File: config.mk
export PLATFORM = sky130hd
export DESIGN_NAME = lr_expression_parser_top_flat
export DESIGN_NICKNAME = d
export VERILOG_FILES = /design/src/lrp_pkg.sv /design/src/lrp_in_if.sv /design/src/lrp_out_if.sv /design/src/lrp_ctrl.sv /design/src/lrp_dpath.sv /design/src/lr_expression_parser_top.sv /design/src/flat_wrapper.sv
export VERILOG_INCLUDE_DIRS = /design/src /design/src/src
export SDC_FILE = /design/constraint.sdc
export NUM_CORES = 1
export LEC_CHECK = 0
export BUFFER_PORTS_ARGS = -buffer_cell sky130_fd_sc_hd__buf_2
export CORE_UTILIZATION = 48
export CTS_BUF_LIST = sky130_fd_sc_hd__clkbuf_4
export CTS_CLUSTER_DIAMETER = 50
export DETAILED_ROUTE_END_ITERATION = 8
export REMOVE_ABC_BUFFERS = 1
export SETUP_SLACK_MARGIN = 0.5
export SLEW_MARGIN = 20
export SYNTH_ARGS = -nofsm -noshare
export SYNTH_HDL_FRONTEND = slang
export SYNTH_SLANG_ARGS = --single-unit
export TNS_END_PERCENT = 50
File: constraint.sdc
create_clock -name i_clk -period 18.1 [get_ports i_clk]
set_input_delay 3.62 -clock i_clk [delete_from_list [all_inputs] [get_ports i_clk]]
set_output_delay 3.62 -clock i_clk [all_outputs]
set_load 0.03 [all_outputs]
File: src/lr_expression_parser_top_defines.svh
// Assertion macros shared by the parser controller and datapath.
// No dependencies; include guarded.
`ifndef LR_EXPRESSION_PARSER_TOP_DEFINES_SVH
`define LR_EXPRESSION_PARSER_TOP_DEFINES_SVH

// Same-cycle implication, disabled while reset is held.
`define LRP_ASSERT_NOW(lbl, clk, rst_n, ante, cons) \
    lbl: assert property (@(posedge clk) disable iff (!rst_n) (ante) |-> (cons)) \
        else $error("lrp: same-cycle check failed");

// Next-cycle implication, disabled while reset is held.
`define LRP_ASSERT_NEXT(lbl, clk, rst_n, ante, cons) \
    lbl: assert property (@(posedge clk) disable iff (!rst_n) (ante) |=> (cons)) \
        else $error("lrp: next-cycle check failed");

`endif

File: src/lrp_pkg.sv
// Shared types, constants and the SLR(1) action/goto table of the parser.
// No dependencies.
`default_nettype none

package lrp_pkg;

    localparam int STACK_DEPTH  = 64;
    localparam int POSITION_MAX = 1023;
    localparam int PTR_W        = $clog2(STACK_DEPTH);
    localparam int POS_W        = $clog2(POSITION_MAX + 1);
    localparam int ERRPOS_W     = 10;

    // Terminals plus the nonterminal column; BAD marks an unknown character.
    typedef enum logic [2:0] {
        SYM_LPAR,
        SYM_ID,
        SYM_PLUS,
        SYM_STAR,
        SYM_RPAR,
        SYM_END,
        SYM_E,
        SYM_BAD
    } t_sym;

    typedef enum logic [1:0] {
        RS_ACCEPTED = 2'd0,
        RS_SYNTAX   = 2'd1,
        RS_OVERFLOW = 2'd2
    } t_result;

    typedef enum logic [1:0] {
        ST_IDLE,
        ST_EVAL,
        ST_GOTO
    } t_ctrl_state;

    typedef enum logic [1:0] {
        EK_SHIFT,
        EK_REDUCE,
        EK_RESULT
    } t_eval_kind;

    // Action codes: 0 accept, 1..9 shift/goto target, 11..13 reduce by 3,
    // 14 reduce by 1, anything else is no action.
    localparam logic [3:0] ACT_ACCEPT    = 4'd0;
    localparam logic [3:0] ACT_SHIFT_MAX = 4'd9;
    localparam logic [3:0] ACT_RED3_LO   = 4'd11;
    localparam logic [3:0] ACT_RED3_HI   = 4'd13;
    localparam logic [3:0] ACT_RED1      = 4'd14;
    localparam logic [3:0] ACT_NONE      = 4'd15;

    localparam logic [7:0] CH_LPAR = 8'h28;
    localparam logic [7:0] CH_RPAR = 8'h29;
    localparam logic [7:0] CH_STAR = 8'h2A;
    localparam logic [7:0] CH_PLUS = 8'h2B;
    localparam logic [7:0] CH_HASH = 8'h23;

    typedef struct packed {
        logic take_item;
        logic do_shift;
        logic do_reduce;
        logic do_goto_push;
        logic do_result_eval;
        logic do_result_goto;
    } t_dp_cmd;

    typedef struct packed {
        logic       parse_needed;
        t_eval_kind eval_kind;
        logic       goto_push;
        logic       out_free;
    } t_dp_status;

    function automatic logic is_alnum(logic [7:0] c);
        return (c >= 8'h30 && c <= 8'h39) || (c >= 8'h61 && c <= 8'h7A) ||
               (c >= 8'h41 && c <= 8'h5A);
    endfunction

    function automatic t_sym classify(logic [7:0] c, logic end_mark);
        t_sym s;
        if (end_mark || c == CH_HASH) begin
            s = SYM_END;
        end else if (is_alnum(c)) begin
            s = SYM_ID;
        end else begin
            unique case (c)
                CH_LPAR: s = SYM_LPAR;
                CH_RPAR: s = SYM_RPAR;
                CH_PLUS: s = SYM_PLUS;
                CH_STAR: s = SYM_STAR;
                default: s = SYM_BAD;
            endcase
        end
        return s;
    endfunction

    // Columns: ( i + * ) # E
    function automatic logic [3:0] act_lookup(logic [3:0] st, t_sym sym);
        logic [3:0] a;
        a = ACT_NONE;
        unique case (st)
            4'd0, 4'd2, 4'd4, 4'd5: begin
                case (sym) inside
                    SYM_LPAR: a = 4'd2;
                    SYM_ID:   a = 4'd3;
                    SYM_E: begin
                        case (st) inside
                            4'd0:    a = 4'd1;
                            4'd2:    a = 4'd6;
                            4'd4:    a = 4'd7;
                            default: a = 4'd8;
                        endcase
                    end
                    default:  a = ACT_NONE;
                endcase
            end
            4'd1: begin
                case (sym) inside
                    SYM_PLUS: a = 4'd4;
                    SYM_STAR: a = 4'd5;
                    SYM_END:  a = ACT_ACCEPT;
                    default:  a = ACT_NONE;
                endcase
            end
            4'd3: begin
                case (sym) inside
                    SYM_PLUS, SYM_STAR, SYM_RPAR, SYM_END: a = ACT_RED1;
                    default: a = ACT_NONE;
                endcase
            end
            4'd6: begin
                case (sym) inside
                    SYM_PLUS: a = 4'd4;
                    SYM_STAR: a = 4'd5;
                    SYM_RPAR: a = 4'd9;
                    default:  a = ACT_NONE;
                endcase
            end
            4'd7: begin
                case (sym) inside
                    SYM_STAR:                    a = 4'd5;
                    SYM_PLUS, SYM_RPAR, SYM_END: a = 4'd11;
                    default:                     a = ACT_NONE;
                endcase
            end
            4'd8: begin
                case (sym) inside
                    SYM_PLUS, SYM_STAR, SYM_RPAR, SYM_END: a = 4'd12;
                    default: a = ACT_NONE;
                endcase
            end
            4'd9: begin
                case (sym) inside
                    SYM_PLUS, SYM_STAR, SYM_RPAR, SYM_END: a = 4'd13;
                    default: a = ACT_NONE;
                endcase
            end
            default: a = ACT_NONE;
        endcase
        return a;
    endfunction

endpackage

`default_nettype wire

File: src/lrp_in_if.sv
// Input channel: one character or end mark per item.
// No dependencies.
`default_nettype none

interface lrp_in_if;
    logic       valid;
    logic       ready;
    logic [7:0] ch;
    logic       end_mark;

    modport source (output valid, output ch, output end_mark, input ready);
    modport sink   (input valid, input ch, input end_mark, output ready);
endinterface

`default_nettype wire

File: src/lrp_out_if.sv
// Output channel: one parse result per item.
// No dependencies.
`default_nettype none

interface lrp_out_if;
    logic       valid;
    logic       ready;
    logic [1:0] status;
    logic [9:0] error_position;

    modport source (output valid, output status, output error_position, input ready);
    modport sink   (input valid, input status, input error_position, output ready);
endinterface

`default_nettype wire

File: src/lrp_ctrl.sv
// Parser sequencer: accept, evaluate action, pop/goto, emit result.
// Depends on lrp_pkg and lr_expression_parser_top_defines.svh.
`default_nettype none
`include "lr_expression_parser_top_defines.svh"

module lrp_ctrl (
    input  wire logic               i_clk,
    input  wire logic               i_rst_n,
    input  wire logic               i_in_valid,
    input  wire lrp_pkg::t_dp_status i_status,
    output logic                    o_in_ready,
    output lrp_pkg::t_dp_cmd        o_cmd
);

    lrp_pkg::t_ctrl_state r_state;
    lrp_pkg::t_ctrl_state n_state;

    always_ff @(posedge i_clk) begin
        if (!i_rst_n) begin
            r_state <= lrp_pkg::ST_IDLE;
        end else begin
            r_state <= n_state;
        end
    end

    // next state
    always_comb begin
        n_state = r_state;
        unique case (r_state)
            lrp_pkg::ST_IDLE: begin
                if (i_in_valid && i_status.parse_needed) n_state = lrp_pkg::ST_EVAL;
            end
            lrp_pkg::ST_EVAL: begin
                unique case (i_status.eval_kind)
                    lrp_pkg::EK_SHIFT:  n_state = lrp_pkg::ST_IDLE;
                    lrp_pkg::EK_REDUCE: n_state = lrp_pkg::ST_GOTO;
                    lrp_pkg::EK_RESULT: begin
                        if (i_status.out_free) n_state = lrp_pkg::ST_IDLE;
                    end
                    default:            n_state = lrp_pkg::ST_IDLE;
                endcase
            end
            lrp_pkg::ST_GOTO: begin
                if (i_status.goto_push) begin
                    n_state = lrp_pkg::ST_EVAL;
                end else if (i_status.out_free) begin
                    n_state = lrp_pkg::ST_IDLE;
                end
            end
            default: n_state = lrp_pkg::ST_IDLE;
        endcase
    end

    // outputs
    always_comb begin
        o_cmd      = '0;
        o_in_ready = 1'b0;
        unique case (r_state)
            lrp_pkg::ST_IDLE: begin
                o_in_ready      = 1'b1;
                o_cmd.take_item = i_in_valid;
            end
            lrp_pkg::ST_EVAL: begin
                unique case (i_status.eval_kind)
                    lrp_pkg::EK_SHIFT:  o_cmd.do_shift       = 1'b1;
                    lrp_pkg::EK_REDUCE: o_cmd.do_reduce      = 1'b1;
                    lrp_pkg::EK_RESULT: o_cmd.do_result_eval = i_status.out_free;
                    default:            o_cmd                = '0;
                endcase
            end
            lrp_pkg::ST_GOTO: begin
                o_cmd.do_goto_push   = i_status.goto_push;
                o_cmd.do_result_goto = !i_status.goto_push && i_status.out_free;
            end
            default: o_cmd = '0;
        endcase
    end

    `LRP_ASSERT_NEXT(a_reduce_to_goto, i_clk, i_rst_n, o_cmd.do_reduce,
        r_state == lrp_pkg::ST_GOTO)
    `LRP_ASSERT_NEXT(a_push_to_eval, i_clk, i_rst_n, o_cmd.do_goto_push,
        r_state == lrp_pkg::ST_EVAL)
    `LRP_ASSERT_NOW(a_goto_after_eval, i_clk, i_rst_n, r_state == lrp_pkg::ST_GOTO,
        $past(r_state) == lrp_pkg::ST_EVAL || $past(r_state) == lrp_pkg::ST_GOTO)

endmodule

`default_nettype wire

File: src/lrp_dpath.sv
// Parser datapath: state stack memory, top-of-stack register, position
// counter, identifier tracking and the result register.
// Depends on lrp_pkg and lr_expression_parser_top_defines.svh.
`default_nettype none
`include "lr_expression_parser_top_defines.svh"

module lrp_dpath (
    input  wire logic                          i_clk,
    input  wire logic                          i_rst_n,
    input  wire lrp_pkg::t_dp_cmd              i_cmd,
    input  wire logic [7:0]                    i_ch,
    input  wire logic                          i_end_mark,
    input  wire logic                          i_out_ready,
    output lrp_pkg::t_dp_status                o_status,
    output logic                               o_out_valid,
    output logic [1:0]                         o_out_status,
    output logic [lrp_pkg::ERRPOS_W-1:0]       o_out_error_position
);

    localparam logic [lrp_pkg::PTR_W-1:0] TOP_MAX = lrp_pkg::PTR_W'(lrp_pkg::STACK_DEPTH - 1);
    localparam logic [lrp_pkg::POS_W-1:0] POS_MAX = lrp_pkg::POS_W'(lrp_pkg::POSITION_MAX);

    // stack entries; entry zero is never written and reads as state 0
    logic [3:0] r_stack_mem [lrp_pkg::STACK_DEPTH];
    logic [3:0] r_rd_data;

    logic [lrp_pkg::PTR_W-1:0] r_top, n_top;
    logic [3:0]                r_tos, n_tos;
    logic [lrp_pkg::POS_W-1:0] r_pos, n_pos;
    logic                      r_in_id, n_in_id;
    logic                      r_finished, n_finished;
    lrp_pkg::t_sym             r_sym, n_sym;
    logic                      r_end, n_end;
    logic                      r_out_valid, n_out_valid;
    logic [1:0]                r_out_status, n_out_status;
    logic [lrp_pkg::ERRPOS_W-1:0] r_out_pos, n_out_pos;

    lrp_pkg::t_sym             in_sym;
    logic                      in_end;
    logic [3:0]                act_e;
    logic                      act_shift, act_red3, act_red1, act_accept;
    logic [lrp_pkg::PTR_W-1:0] pop_cnt;
    logic                      at_max;
    logic                      underflow;
    lrp_pkg::t_result          eval_code;
    logic [3:0]                goto_src;
    logic [3:0]                goto_st;
    logic                      goto_ok;
    lrp_pkg::t_result          goto_code;
    logic [lrp_pkg::PTR_W-1:0] rd_addr;
    logic                      wr_en;
    logic [3:0]                wr_data;
    logic                      out_free;

    // input classification
    assign in_sym = lrp_pkg::classify(i_ch, i_end_mark);
    assign in_end = (in_sym == lrp_pkg::SYM_END);

    // action lookup on the current top of stack
    assign act_e      = lrp_pkg::act_lookup(r_tos, r_sym);
    assign act_accept = (act_e == lrp_pkg::ACT_ACCEPT);
    assign act_shift  = (act_e != lrp_pkg::ACT_ACCEPT) && (act_e <= lrp_pkg::ACT_SHIFT_MAX);
    assign act_red3   = (act_e >= lrp_pkg::ACT_RED3_LO) && (act_e <= lrp_pkg::ACT_RED3_HI);
    assign act_red1   = (act_e == lrp_pkg::ACT_RED1);
    assign pop_cnt    = act_red3 ? lrp_pkg::PTR_W'(3) : lrp_pkg::PTR_W'(1);
    assign at_max     = (r_top == TOP_MAX);
    assign underflow  = (r_top < pop_cnt);
    assign rd_addr    = r_top - pop_cnt;

    always_comb begin
        if (act_accept && r_sym != lrp_pkg::SYM_BAD) begin
            eval_code = lrp_pkg::RS_ACCEPTED;
        end else if (act_shift && r_sym != lrp_pkg::SYM_BAD) begin
            eval_code = lrp_pkg::RS_OVERFLOW;
        end else begin
            eval_code = lrp_pkg::RS_SYNTAX;
        end
    end

    // goto after a pop; r_top already holds the popped top
    assign goto_src  = (r_top == '0) ? 4'd0 : r_rd_data;
    assign goto_st   = lrp_pkg::act_lookup(goto_src, lrp_pkg::SYM_E);
    assign goto_ok   = (goto_st != lrp_pkg::ACT_ACCEPT) && (goto_st <= lrp_pkg::ACT_SHIFT_MAX);
    assign goto_code = goto_ok ? lrp_pkg::RS_OVERFLOW : lrp_pkg::RS_SYNTAX;

    assign out_free = !r_out_valid || i_out_ready;

    always_comb begin
        o_status.parse_needed = !r_finished && !(in_sym == lrp_pkg::SYM_ID && r_in_id);
        o_status.out_free     = out_free;
        o_status.goto_push    = goto_ok && !at_max;
        if (r_sym == lrp_pkg::SYM_BAD) begin
            o_status.eval_kind = lrp_pkg::EK_RESULT;
        end else if (act_shift && !at_max) begin
            o_status.eval_kind = lrp_pkg::EK_SHIFT;
        end else if ((act_red3 || act_red1) && !underflow) begin
            o_status.eval_kind = lrp_pkg::EK_REDUCE;
        end else begin
            o_status.eval_kind = lrp_pkg::EK_RESULT;
        end
    end

    // stack write port
    assign wr_en   = i_cmd.do_shift || i_cmd.do_goto_push;
    assign wr_data = i_cmd.do_shift ? act_e : goto_st;

    always_ff @(posedge i_clk) begin
        if (wr_en) begin
            r_stack_mem[r_top + lrp_pkg::PTR_W'(1)] <= wr_data;
        end
        r_rd_data <= r_stack_mem[rd_addr];
    end

    always_comb begin
        n_top        = r_top;
        n_tos        = r_tos;
        n_pos        = r_pos;
        n_in_id      = r_in_id;
        n_finished   = r_finished;
        n_sym        = r_sym;
        n_end        = r_end;
        n_out_valid  = r_out_valid && !i_out_ready;
        n_out_status = r_out_status;
        n_out_pos    = r_out_pos;

        if (i_cmd.take_item) begin
            if (r_pos < POS_MAX) n_pos = r_pos + lrp_pkg::POS_W'(1);
            n_sym = in_sym;
            n_end = in_end;
            if (r_finished) begin
                if (in_end) begin
                    n_top      = '0;
                    n_tos      = 4'd0;
                    n_in_id    = 1'b0;
                    n_pos      = '0;
                    n_finished = 1'b0;
                end
            end else begin
                n_in_id = (in_sym == lrp_pkg::SYM_ID);
            end
        end

        if (i_cmd.do_shift || i_cmd.do_goto_push) begin
            n_top = r_top + lrp_pkg::PTR_W'(1);
            n_tos = wr_data;
        end

        if (i_cmd.do_reduce) begin
            n_top = rd_addr;
        end

        if (i_cmd.do_result_eval || i_cmd.do_result_goto) begin
            n_out_valid  = 1'b1;
            n_out_status = i_cmd.do_result_eval ? eval_code : goto_code;
            if (i_cmd.do_result_eval && eval_code == lrp_pkg::RS_ACCEPTED) begin
                n_out_pos = '0;
            end else begin
                n_out_pos = lrp_pkg::ERRPOS_W'(r_pos);
            end
            if (r_end || (i_cmd.do_result_eval && eval_code == lrp_pkg::RS_ACCEPTED)) begin
                n_top      = '0;
                n_tos      = 4'd0;
                n_in_id    = 1'b0;
                n_pos      = '0;
                n_finished = 1'b0;
            end else begin
                n_finished = 1'b1;
            end
        end
    end

    always_ff @(posedge i_clk) begin
        if (!i_rst_n) begin
            r_top       <= '0;
            r_tos       <= 4'd0;
            r_pos       <= '0;
            r_in_id     <= 1'b0;
            r_finished  <= 1'b0;
            r_out_valid <= 1'b0;
        end else begin
            r_top       <= n_top;
            r_tos       <= n_tos;
            r_pos       <= n_pos;
            r_in_id     <= n_in_id;
            r_finished  <= n_finished;
            r_out_valid <= n_out_valid;
        end
    end

    always_ff @(posedge i_clk) begin
        r_sym        <= n_sym;
        r_end        <= n_end;
        r_out_status <= n_out_status;
        r_out_pos    <= n_out_pos;
    end

    assign o_out_valid          = r_out_valid;
    assign o_out_status         = r_out_status;
    assign o_out_error_position = r_out_pos;

    `LRP_ASSERT_NOW(a_result_slot_free, i_clk, i_rst_n,
        i_cmd.do_result_eval || i_cmd.do_result_goto, out_free)
    `LRP_ASSERT_NEXT(a_push_grows, i_clk, i_rst_n, i_cmd.do_shift || i_cmd.do_goto_push,
        r_top == $past(r_top) + lrp_pkg::PTR_W'(1) && r_tos != 4'd0)
    `LRP_ASSERT_NEXT(a_result_clears_or_ends, i_clk, i_rst_n,
        i_cmd.do_result_eval || i_cmd.do_result_goto,
        r_out_valid && (r_finished || r_top == '0))

endmodule

`default_nettype wire

File: src/lr_expression_parser_top.sv
// A character that shifts directly goes through accept and evaluate; each reduction it
// triggers adds a stack pop read and a goto push. Result is registered.
// A new character is taken only once the previous one has shifted or produced its result;
// absorbed identifier and ignored characters skip evaluation. Stack memory read port sets the pop cost.
// Reset: synchronous, active low; empty stack, position 0, no result pending, no clearing pass.
// Depends on lrp_pkg, lrp_in_if, lrp_out_if, lrp_ctrl and lrp_dpath.
`default_nettype none

module lr_expression_parser_top (
    input  wire logic i_clk,
    input  wire logic i_rst_n,
    lrp_in_if.sink    i_in,
    lrp_out_if.source o_out
);

    // controller <-> datapath handshake groups
    lrp_pkg::t_dp_cmd    cmd;
    lrp_pkg::t_dp_status status;
    logic                in_ready;

    // Controller: IDLE takes items, EVAL looks up the action for the held
    // symbol, GOTO finishes a reduction with the goto push. Results wait in
    // the datapath's output register; EVAL/GOTO only stall when a new result
    // is due while the previous one has not been taken.
    lrp_ctrl u_ctrl (
        .i_clk      (i_clk),
        .i_rst_n    (i_rst_n),
        .i_in_valid (i_in.valid),
        .i_status   (status),
        .o_in_ready (in_ready),
        .o_cmd      (cmd)
    );

    // Datapath: state stack in a single-port-write, registered-read memory,
    // top-of-stack kept in a register so shifts need no memory read.
    lrp_dpath u_dpath (
        .i_clk                (i_clk),
        .i_rst_n              (i_rst_n),
        .i_cmd                (cmd),
        .i_ch                 (i_in.ch),
        .i_end_mark           (i_in.end_mark),
        .i_out_ready          (o_out.ready),
        .o_status             (status),
        .o_out_valid          (o_out.valid),
        .o_out_status         (o_out.status),
        .o_out_error_position (o_out.error_position)
    );

    assign i_in.ready = in_ready;

endmodule

`default_nettype wire

File: src/flat_wrapper.sv
// flat-port wrapper written by rule: the top's interface ports become plain ports
module lr_expression_parser_top_flat 
  (i_clk, i_rst_n, i_in_valid, i_in_ch, i_in_end_mark, i_in_ready, o_out_valid, o_out_status, o_out_error_position, o_out_ready);
  lrp_in_if i_in_i ();
  lrp_out_if o_out_i ();
  input  wire logic i_clk;
  input  wire logic i_rst_n;
  input wire logic [$bits(i_in_i.valid)-1:0] i_in_valid;
  input wire logic [$bits(i_in_i.ch)-1:0] i_in_ch;
  input wire logic [$bits(i_in_i.end_mark)-1:0] i_in_end_mark;
  output wire logic [$bits(i_in_i.ready)-1:0] i_in_ready;
  output wire logic [$bits(o_out_i.valid)-1:0] o_out_valid;
  output wire logic [$bits(o_out_i.status)-1:0] o_out_status;
  output wire logic [$bits(o_out_i.error_position)-1:0] o_out_error_position;
  input wire logic [$bits(o_out_i.ready)-1:0] o_out_ready;
  assign i_in_i.valid = i_in_valid;
  assign i_in_i.ch = i_in_ch;
  assign i_in_i.end_mark = i_in_end_mark;
  assign i_in_ready = i_in_i.ready;
  assign o_out_valid = o_out_i.valid;
  assign o_out_status = o_out_i.status;
  assign o_out_error_position = o_out_i.error_position;
  assign o_out_i.ready = o_out_ready;
  lr_expression_parser_top u_core (.i_clk(i_clk), .i_rst_n(i_rst_n), .i_in(i_in_i), .o_out(o_out_i));
endmodule
* Word level (Yosys, flattened, before mapping)
Memory sizes are Yosys's and may differ from the RTL's. A register that Yosys moved wholly into a read port is not among the register bits.
Cells that the tools add are included.
W data, S select, Z words.
** Word-level totals
- Flip-flop bits (word level) :: 41
- Bits in writable memories :: 256
- Logic and storage cells :: 189
- Memories kept :: 1
** Memory list
- u_core.u_dpath.r_stack_mem :: words 64, bits a word 4, read ports 1, clocked after Yosys merged registers in 1, write ports 1, line lrp_dpath.sv:24 : logic [3:0] r_stack_mem [lrp_pkg::STACK_DEPTH];
** Cells by class
- Add/subtract/negate cells :: 3
- $lt $le $gt $ge :: 12
- Equal/unequal tests :: 34
- Mux-type cells :: 81
- Reductions and logical operators :: 47
** Operator list (number)
- $mux W4 :: 24
- $mux W10 :: 6
- $mux W6 :: 7
- $eq A8 B6 Y1 const B :: 5
- $mux W2 :: 14
- $pmux W4 S7 :: 1
- $eq A4 B3 Y1 const B :: 6
- $mux W1 :: 22
- $logic_and A1 B1 Y1 :: 17
- $ge A8 B7 Y1 const B :: 2
- $le A8 B7 Y1 const B :: 2
- $eq A3 B3 Y1 const B :: 5
- $eq A4 B2 Y1 const B :: 3
- $eq A4 B4 Y1 const B :: 3
- $le A4 B4 Y1 const B :: 3
- $logic_not A4 Y1 :: 3
- $mux W3 :: 4
- $pmux W3 S4 :: 1
- $reduce_or A4 Y1 :: 3
- $add A10 B1 Y10 const B :: 1
- $lt A10 B10 Y1 const B :: 1
- $ge A8 B6 Y1 const B :: 1
- $le A8 B6 Y1 const B :: 1
- $logic_or A1 B1 Y1 :: 8
- other kinds (21) :: 34

* Logic depth before layout (Yosys ltp)
Gate-level depths: netlist of the first run.
- Depth after elaboration :: 25
- Mapped depth :: 19

* Cells and area by module
A second synthesis of the first run with hierarchy kept.
** Unflattened totals
- Cells, all modules :: 779
- Area total of the unflattened synthesis :: 12862.3 um^2
** Modules (own cells, without submodules)
- lrp_dpath :: times used 1, cells an instance 755, area each 12657.1 um^2, seq. area each 8708.4 um^2
- lrp_ctrl :: times used 1, cells an instance 24, area each 205.2 um^2, seq. area each 40.0 um^2

* Least setup slack after synthesis of the first run
Ideal clock, no wire load.
- Kind :: register to register
- From :: register u_core.u_dpath.r_sym[0]
- To :: memory u_core.u_dpath.r_stack_mem[0][1] (data pin)
- Library setup time :: 702 ps
- Arrival :: 6216 ps
- Required time :: 17398 ps
- Setup slack :: 11183 ps
- Cell stages (with the launch flop) :: 16
- Path buffers :: 1
- Clock period less this slack :: 6917 ps
- Path through :: edfxtp_1 -> buf_2 -> nand3b_1 -> a21o_1 -> and2_1 -> a2111oi_2 -> mux2_2 -> and2_1 -> fa_1 -> nand2_1 -> nor3_1 -> maj3_2 -> a221oi_1 -> ha_1 -> nand2_1 -> o21ai_0
** On the way
- Cells in the longest elaborated chain, start to end :: 18
- Elaborated cells on any way between the ends :: 45
** Ends and longest elaborated chain
- from (decl) :: line lrp_dpath.sv:32 : lrp_pkg::t_sym r_sym, n_sym;
- from (signal assigned) :: line lrp_dpath.sv:191 : r_sym <= n_sym;
- $eq A3 B2 Y1 / $eq A3 B3 Y1 (equally long branches) :: line lrp_dpath.sv:60 : assign act_e = lrp_pkg::act_lookup(r_tos, r_sym);
- $reduce_or A3 Y1, or another cell as far along :: line lrp_pkg.sv:140 : case (sym) inside
- $mux W3, or another cell as far along :: line lrp_pkg.sv:140
- $mux W4 (on tied branches)
- $pmux W4 S7 :: line lrp_pkg.sv:101 : unique case (st)
- $ge A4 B4 Y1 / $le A4 B4 Y1 (equally long branches) :: line lrp_dpath.sv:63 : assign act_red3 = (act_e >= lrp_pkg::ACT_RED3_LO) && (act_e <= lrp_pkg::ACT_RED3_HI);
- $logic_and A1 B1 Y1 :: line lrp_dpath.sv:63
- $mux W2 :: line lrp_dpath.sv:65 : assign pop_cnt = act_red3 ? lrp_pkg::PTR_W'(3) : lrp_pkg::PTR_W'(1);
- (+3 left out)
- $mux W2 :: line lrp_dpath.sv:96 : end else if ((act_red3 || act_red1) && !underflow) begin
- $mux W2 :: line lrp_dpath.sv:94 : end else if (act_shift && !at_max) begin
- $mux W2 :: line lrp_dpath.sv:92 : if (r_sym == lrp_pkg::SYM_BAD) begin
- $logic_not A2 Y1 :: line lrp_ctrl.sv:64 : unique case (i_status.eval_kind)
- $mux W1 :: line lrp_ctrl.sv:64
- $mux W2 :: line lrp_ctrl.sv:58 : unique case (r_state)
- $mux W4 * :: line lrp_dpath.sv:105 : assign wr_data = i_cmd.do_shift ? act_e : goto_st;
- named net u_core.u_dpath.wr_data[1] :: line lrp_dpath.sv:52 : logic [3:0] wr_data;
- to (decl) :: line lrp_dpath.sv:24
Mark *: on every way through the listed nets, which the timed path passes. The rest lies on a longest branch.

* Worst setup path after layout of the first run
- From :: register u_core.u_dpath.r_sym[0]
- To :: memory u_core.u_dpath.r_stack_mem[60][1] (enable)
** On the way
- Cells in the longest elaborated chain, start to end :: 20
- Elaborated cells on any way between the ends :: 47
** Ends and longest elaborated chain
- $eq A3 B2 Y1 / $eq A3 B3 Y1 (equally long branches) :: line lrp_dpath.sv:60
- $reduce_or A3 Y1, or another cell as far along :: line lrp_pkg.sv:140
- $mux W3, or another cell as far along :: line lrp_pkg.sv:140
- $mux W4 (on tied branches)
- $pmux W4 S7 :: line lrp_pkg.sv:101
- $ge A4 B4 Y1 / $le A4 B4 Y1 (equally long branches) :: line lrp_dpath.sv:63
- $logic_and A1 B1 Y1 :: line lrp_dpath.sv:63
- $mux W2 :: line lrp_dpath.sv:65
- (+4 left out)
- $mux W2 :: line lrp_dpath.sv:94
- $mux W2 * :: line lrp_dpath.sv:92
- $logic_not A2 Y1 * :: line lrp_ctrl.sv:64
- $mux W1 * :: line lrp_ctrl.sv:64
- $mux W2 * :: line lrp_ctrl.sv:58
- $logic_or A1 B1 Y1 * :: line lrp_dpath.sv:104 : assign wr_en = i_cmd.do_shift || i_cmd.do_goto_push;
- $mux W1 * :: line lrp_dpath.sv:108 : if (wr_en) begin
- $mux W1 (not written as such) * :: line lrp_dpath.sv:109 : r_stack_mem[r_top + lrp_pkg::PTR_W'(1)] <= wr_data;
Every way passes the cells marked *; elsewhere a longest branch is shown, timed or not.

==> run_results.csv, run 1 <==
group,metric,value,unit
power,vdd_drop_max,0.0519,mV
clocking,ctsHoldBuffers,0,
timing,rsz0062_at_grt,"no",
placed_design,dp_hpwl,17300,um
detailed_routing,drc_errors,5,
power,p_leak,0.00472,uW
global_route,grt_pass1_vias,7414,
clocking,cts-htree-levels,3,
clocking,cts_buffer_depth,3,
synth,synthArstFlopShare,0,%
synth,synth_ff_type,"edfxtp_1",
power,powerDensity,101,nW/um^2
floorplan,num_io_pins,27,
synth,yosysSeqAreaShare,67.3,%
worst_setup_path,start_kind,"flop",
clocking,clk_pin_slew,0.07,ns
timing,skew,0.0582,ns
timing,slew_viol_final,0,
clocking,cts_root_buffer,"clkbuf_4",
timing,final-setup-viol-count,0,
timing,worst_pin_slew,0.797,ns
floorplan,die-area,27700,um^2
detailed_routing,post_drt_wl_per_cell,21.3,um
placed_design,port_buffers,26,
worst_setup_path,worstPathArrival,6.16,ns
detailed_routing,wirelength,27000,um
detailed_routing,vias,7354,
synth,netlist-cell-type-count,65,
global_route,grt_usage,20.1,%
detailed_routing,drtAntennaViolNets,0,
floorplan,start_util,49.4,%
finish,synthToLayoutAreaGrowth,11.0,%
timing,min_period_over_period,32.4,%
detailed_routing,routed_via_density,5.81,
timing,finalHoldViolations,0,
clocking,cts_tree,"yes",
floorplan,num_rows,59,
timing,relSlewSlack,46.6,%
global_route,antenna_found_initial,1,
synth,synth_edf_count,272,
detailed_routing,drt-pass1-iter-count,7,
clocking,post_cts_buffers,0,
timing,min_period,5.86,ns
placed_design,place.gp.congestion,0.852,
finish,fin_area,14400,um^2
global_route,grt_remaining_overflow,0,
status,outcome,"finished, violations left",
synth,ys_ff_latch,301,
worst_setup_path,end_kind,"flop",
global_route,grt_pass1_wl,42200,um
floorplan,fp.dieW,167,um
synth,synthCells,798,
timing,max_freq,171,MHz
run,maxCapViolCount,0,
placed_design,place_area,13500,um^2
timing,setup-tns-final,0,ns
floorplan,coreArea,26300,um^2
status,violations,"design-rule violations",
clocking,cts_resized,0,
synth,yosysWarnings,0,
hold_path,hp-class,"reg -> reg",
clocking,insertion_delay,0.67,ns
global_route,grt_max_degree,65,
synth,syn_area,13000,um^2
timing,setup_slack,12.24,ns
clocking,cts.sinks,301,
worst_setup_path,crit_path_max_fanout,11,
synth,synth.avg_cell_area,16.3,um^2
floorplan,dieHeight,167,um
finish,drive_above_1_share,26.5,%
clocking,numCtsBuffers,76,
worst_setup_path,required,18.40,ns
placed_design,place_ws,11.98,ns
power,power,1450,uW
worst_setup_path,crit_type,"reg -> reg",
finish,nets,893,
detailed_routing,drtIter0Drc,654,
==> flip-flops by register name, summed over array words and instances (netlist names), 2 cells and up <==
signal                               cells
u_core.u_dpath.r_rd_data                 4
u_core.u_dpath.o_out_status              2
u_core.u_dpath.r_tos                     4
u_core.u_dpath.r_top                     6
u_core.u_ctrl.r_state                    2
u_core.u_dpath.r_sym                     3
u_core.u_dpath.r_stack_mem             256
u_core.u_dpath.o_out_error_position     10
u_core.u_dpath.r_pos                    10
==> cells in the mapped netlist, types with 2 or more instances <==
library cell | number | share of area (%)
a2111oi_0 | 3 | 0.20
a211o_1 | 3 | 0.20
a211oi_1 | 5 | 0.29
a21o_1 | 2 | 0.12
a21oi_1 | 15 | 0.58
a221oi_1 | 2 | 0.13
a22oi_1 | 3 | 0.17
a311oi_1 | 5 | 0.34
a31oi_1 | 8 | 0.39
a32oi_1 | 2 | 0.13
and2_1 | 10 | 0.48
and3_1 | 10 | 0.48
buf_2 | 16 | 0.62
buf_4 | 5 | 0.29
clkbuf_1 | 19 | 0.55
dfxtp_1 | 29 | 4.5
edfxtp_1 | 272 | 63
ha_1 | 7 | 0.67
inv_1 | 12 | 0.35
mux2i_1 | 2 | 0.15
mux4_2 | 83 | 14
nand2_1 | 41 | 1.2
nand2b_1 | 13 | 0.63
nand3_1 | 29 | 1.1
nand3b_1 | 5 | 0.29
nand4_1 | 4 | 0.19
nor2_1 | 89 | 2.6
nor2b_1 | 15 | 0.72
nor3_1 | 17 | 0.65
nor3b_1 | 2 | 0.12
nor4_1 | 3 | 0.14
nor4b_1 | 5 | 0.34
o21a_1 | 2 | 0.12
o21ai_0 | 10 | 0.39
o31a_1 | 5 | 0.34
o31ai_1 | 2 | 0.12
xnor2_1 | 10 | 0.67
xor2_1 | 6 | 0.40
==> layout make-up <==
| type | instances | area [um^2] |
|---|---|---|
| sequential | 301 | 8750 |
| fill | 2095 | 11900 |
| multi-input combinational | 443 | 4060 |
| clock buffer | 103 | 773 |
| antenna | 1 | 2.50 |
| tap | 335 | 419 |
| timing repair buffer | 37 | 213 |
| inverter | 13 | 48.8 |
| clock inverter | 32 | 158 |
==> routing by layer <==
metal	wire [um]	vias up	global-route usage, %
met5	0	-	0
met4	286	0	6.00
met3	1640	30	4.06
met2	13800	243	34.2
met1	11300	3705	26.3
li1	-	3376	-
==> where the power goes <==
group / internal, uW / leakage [uW] / switching, uW
registers: 770 / 0.00282 / 8.55
logic: 54.3 / 0.00136 / 76.2
clock network: 280 / 0.000541 / 263
==> worst paths after layout <==
check	start	end	slack, ns	cells after the start
hold / removal	u_core.u_ctrl.r_state[0]	u_core.u_ctrl.r_state[0]	0.54	1
setup reg to reg	u_core.u_dpath.r_sym[0]	u_core.u_dpath.r_stack_mem[60][1]	12.24	17
setup / recovery	u_core.u_dpath.r_sym[0]	u_core.u_dpath.r_stack_mem[60][1]	12.24	17
hold reg to reg	u_core.u_ctrl.r_state[0]	u_core.u_ctrl.r_state[0]	0.54	1
==> kinds of logic after synthesis <==
logic type / share of synthesized area, %
XOR/XNOR: 1.08
AND/OR/NAND/NOR: 9.30
flip-flops: 67.3
AO/OA/AOI/OAI: 4.63
multiplexers: 14.8
buffers and inverters: 1.92
adder cells (fa/ha/maj): 0.915
==> stage by stage <==
step                hold WS (ns)  cells  util (%)
floorplan                  0.491    757         -
global placement           0.519   1129      51.4
detailed placement         0.525   1129      51.4
CTS                        0.538   1264      54.9
global route               0.585   1265      54.9
finish                     0.540   1265      54.9
==> placed cells by master, fill, tap and decap left out, types with 6 or more instances in the layout <==
| master | instances |
|---|---|
| nor2_1 | 89 |
| clkbuf_4 | 103 |
| a31oi_1 | 7 |
| xnor2_1 | 8 |
| clkinv_1 | 27 |
| nand2_1 | 40 |
| nor3_1 | 17 |
| edfxtp_1 | 272 |
| buf_2 | 26 |
| nand2b_1 | 13 |
| buf_4 | 11 |
| a21oi_1 | 14 |
| mux4_2 | 83 |
| inv_1 | 12 |
| and3_1 | 10 |
| xor2_1 | 6 |
| nand3_1 | 29 |
| and2_1 | 10 |
| o21ai_0 | 9 |
| ha_1 | 7 |
| nor2b_1 | 15 |
| dfxtp_1 | 28 |
==> worst max-delay path: stages, from the launching register on <==
cell	delay (ns)
edfxtp_1	0.52
nand3b_1	0.22
a21o_1	0.22
and2_1	0.19
a2111oi_2	0.67
mux2_2	0.42
and2_1	0.18
fa_2	0.44
nand2_1	0.11
nor3_1	0.06
maj3_2	0.32
a221oi_1	0.35
ha_1	0.23
nand2_1	0.16
o31ai_1	0.20
buf_4	0.28
nand3_1	0.41
nor2_1	0.52
No activity file was read; power rests on OpenSTA's default activity.
==> inputs of run 2 (changes only) <==
==> constraint.sdc (replaced) <==
create_clock -name i_clk -period 5.8 [get_ports i_clk]
set_input_delay 1.16 -clock i_clk [delete_from_list [all_inputs] [get_ports i_clk]]
set_output_delay 1.16 -clock i_clk [all_outputs]
set_load 0.03 [all_outputs]
==> run_results.csv, run 2 (same netlist as run 1, synthesis figures left out) <==
group,metric,value,unit
hold_path,holdPathEnd,"u_core.u_ctrl.r_state[0]",
global_route,grt_remaining_overflow,0,
floorplan,num_rows,59,
worst_setup_path,critPathLaunch,"u_core.u_dpath.r_sym[1]",
worst_setup_path,start_kind,"flop",
floorplan,coreArea,26300,um^2
global_route,grt_max_degree,66,
worst_setup_path,rrSetupSlack,0.76,ns
detailed_routing,drtAntennaViolNets,0,
timing,finalHoldViolations,0,
finish,top_register,"u_core.u_dpath.r_stack_mem",
global_route,grt_pass1_wl,45100,um
worst_setup_path,worst_path_max_delay_cell,"edfxtp_1",
worst_setup_path,crit_path_max_fanout,9,
floorplan,die-area,27700,um^2
worst_setup_path,cp_top_family,"simple AND/OR/NAND/NOR gates",
timing,relSlewSlack,33.1,%
clocking,clk_pin_slew,0.06,ns
clocking,insertion_delay,0.70,ns
floorplan,fp.dieW,167,um
worst_setup_path,worstPathArrival,5.36,ns
worst_setup_path,r2r_start,"u_core.u_dpath.r_sym[1]",
worst_setup_path,required,6.13,ns
power,vdd_drop_max,0.168,mV
clocking,cts_tree,"yes",
clocking,ctsHoldBuffers,0,
timing,max_freq,199,MHz
hold_path,hold_start,"u_core.u_ctrl.r_state[1]",
worst_setup_path,rr_worst_depth,17,
finish,largest_reg_flops,256,
power,p_leak,0.00485,uW
detailed_routing,drc_errors,5,
global_route,grt_pass1_vias,7860,
detailed_routing,drtIter0Drc,704,
timing,final-setup-viol-count,0,
worst_setup_path,rr_endpoint,"u_core.u_dpath.r_stack_mem[35][1]",
finish,nets,916,
detailed_routing,wirelength,28900,um
detailed_routing,vias,7669,
hold_path,hp-class,"reg -> reg",
hold_path,holdPathStages,1,
worst_setup_path,crit_type,"reg -> reg",
worst_setup_path,max_stage_delay,0.52,ns
timing,setup_slack,0.762,ns
timing,skew,0.0607,ns
clocking,numCtsBuffers,78,
placed_design,port_buffers,26,
clocking,cts_buffer_depth,3,
finish,final_cell_mix,"edfxtp_1, clkbuf_4, mux4_2",
floorplan,start_util,49.4,%
worst_setup_path,crit_path_cell_trace,"buf_4, nor3b_2, nor3_1, a2111oi_4, mux2_2, and2_1, fa_2, nand2_1, nor3_1, maj3_2, a221oi_2, ha_1, nand2_2, o31a_1, nor2_2, nand2_2, nor2_2",
detailed_routing,routed_via_density,6.01,
timing,setup-tns-final,0,ns
timing,rsz0062_at_grt,"yes",
timing,slew_viol_final,0,
placed_design,dp_hpwl,18500,um
placed_design,place.gp.congestion,0.867,
timing,min_period,5.04,ns
floorplan,dieHeight,167,um
floorplan,num_io_pins,27,
timing,hold_ws,0.564,ns
timing,worst_pin_slew,1.00,ns
detailed_routing,post_drt_wl_per_cell,22.7,um
placed_design,place_ws,0.187,ns
timing,min_period_over_period,86.9,%
detailed_routing,drt-pass1-iter-count,7,
finish,layout_commonest_cell,"edfxtp_1",
worst_setup_path,end_kind,"flop",
clocking,cts_root_buffer,"clkbuf_4",
global_route,antenna_found_initial,1,
clocking,cts-htree-levels,3,
worst_setup_path,cp.buffers_inverters,1,
status,violations,"design-rule violations",
global_route,grt_usage,21.5,%
power,powerDensity,309,nW/um^2
status,outcome,"finished, violations left",
run,maxCapViolCount,0,
finish,final_core_util,56.4,%
clocking,cts.sinks,301,
finish,synthToLayoutAreaGrowth,14.1,%
finish,drive_above_1_share,33.8,%
==> run 2: cell count changes in the layout (fill, tap and decap cells not counted), moves of 4 or more <==
cell	previous run	this run
nor2_1	89	53
clkinv_1	27	13
buf_4	11	26
buf_12	0	5
nor2_2	0	32
clkbuf_4	103	107
nor2_4	0	4
==> run 2: what timing repair did <==
item	4_1_cts	5_1_grt
setup endpoints to repair	256	268
resized for setup	17	36
buffers inserted	0	8
pin swaps	0	2
==> run 2: metal layers <==
layer / wire length [um] / track usage (%)
met1: 11900 / 27.9
met2: 14600 / 35.8
met3: 1740 / 4.71
met4: 698 / 7.93
met5: 0 / 0
==> run 2: final cells by class <==
type | instances | area [um^2]
multi-input combinational | 443 | 4260
timing repair buffer | 58 | 430
sequential | 301 | 8750
clock inverter | 19 | 108
inverter | 13 | 48.8
clock buffer | 107 | 803
fill | 2077 | 11500
antenna | 1 | 2.50
tap | 335 | 419
==> run 2: worst max path at each step <==
stage	end	cells past startpoint
global route	u_core.u_dpath.r_stack_mem[35][1]	17
detailed placement	u_core.u_dpath.r_stack_mem[17][3]	18
floorplan	u_core.u_dpath.r_stack_mem[0][1]	9
finish	u_core.u_dpath.r_stack_mem[35][1]	17
CTS	u_core.u_dpath.r_stack_mem[9][2]	18
global placement	u_core.u_dpath.r_stack_mem[51][2]	17
==> run 2: power by group <==
group	switching [uW]	leakage, uW	internal, uW
Clock	818	0.000547	891
Combinational	258	0.00148	189
Sequential	21.4	0.00282	2400
Total	1100	0.00485	3480
==> run 2: per-stage QoR <==
step | cell area (um^2) | power, uW | std cells
5_1_grt | 14800 | 4770 | 1277
6_report | 14800 | 4580 | 1277
3_3_place_gp | 13700 | 2910 | 1142
2_1_floorplan | 12800 | 2770 | 757
4_1_cts | 14600 | 4630 | 1268
3_5_place_dp | 13700 | 2910 | 1142
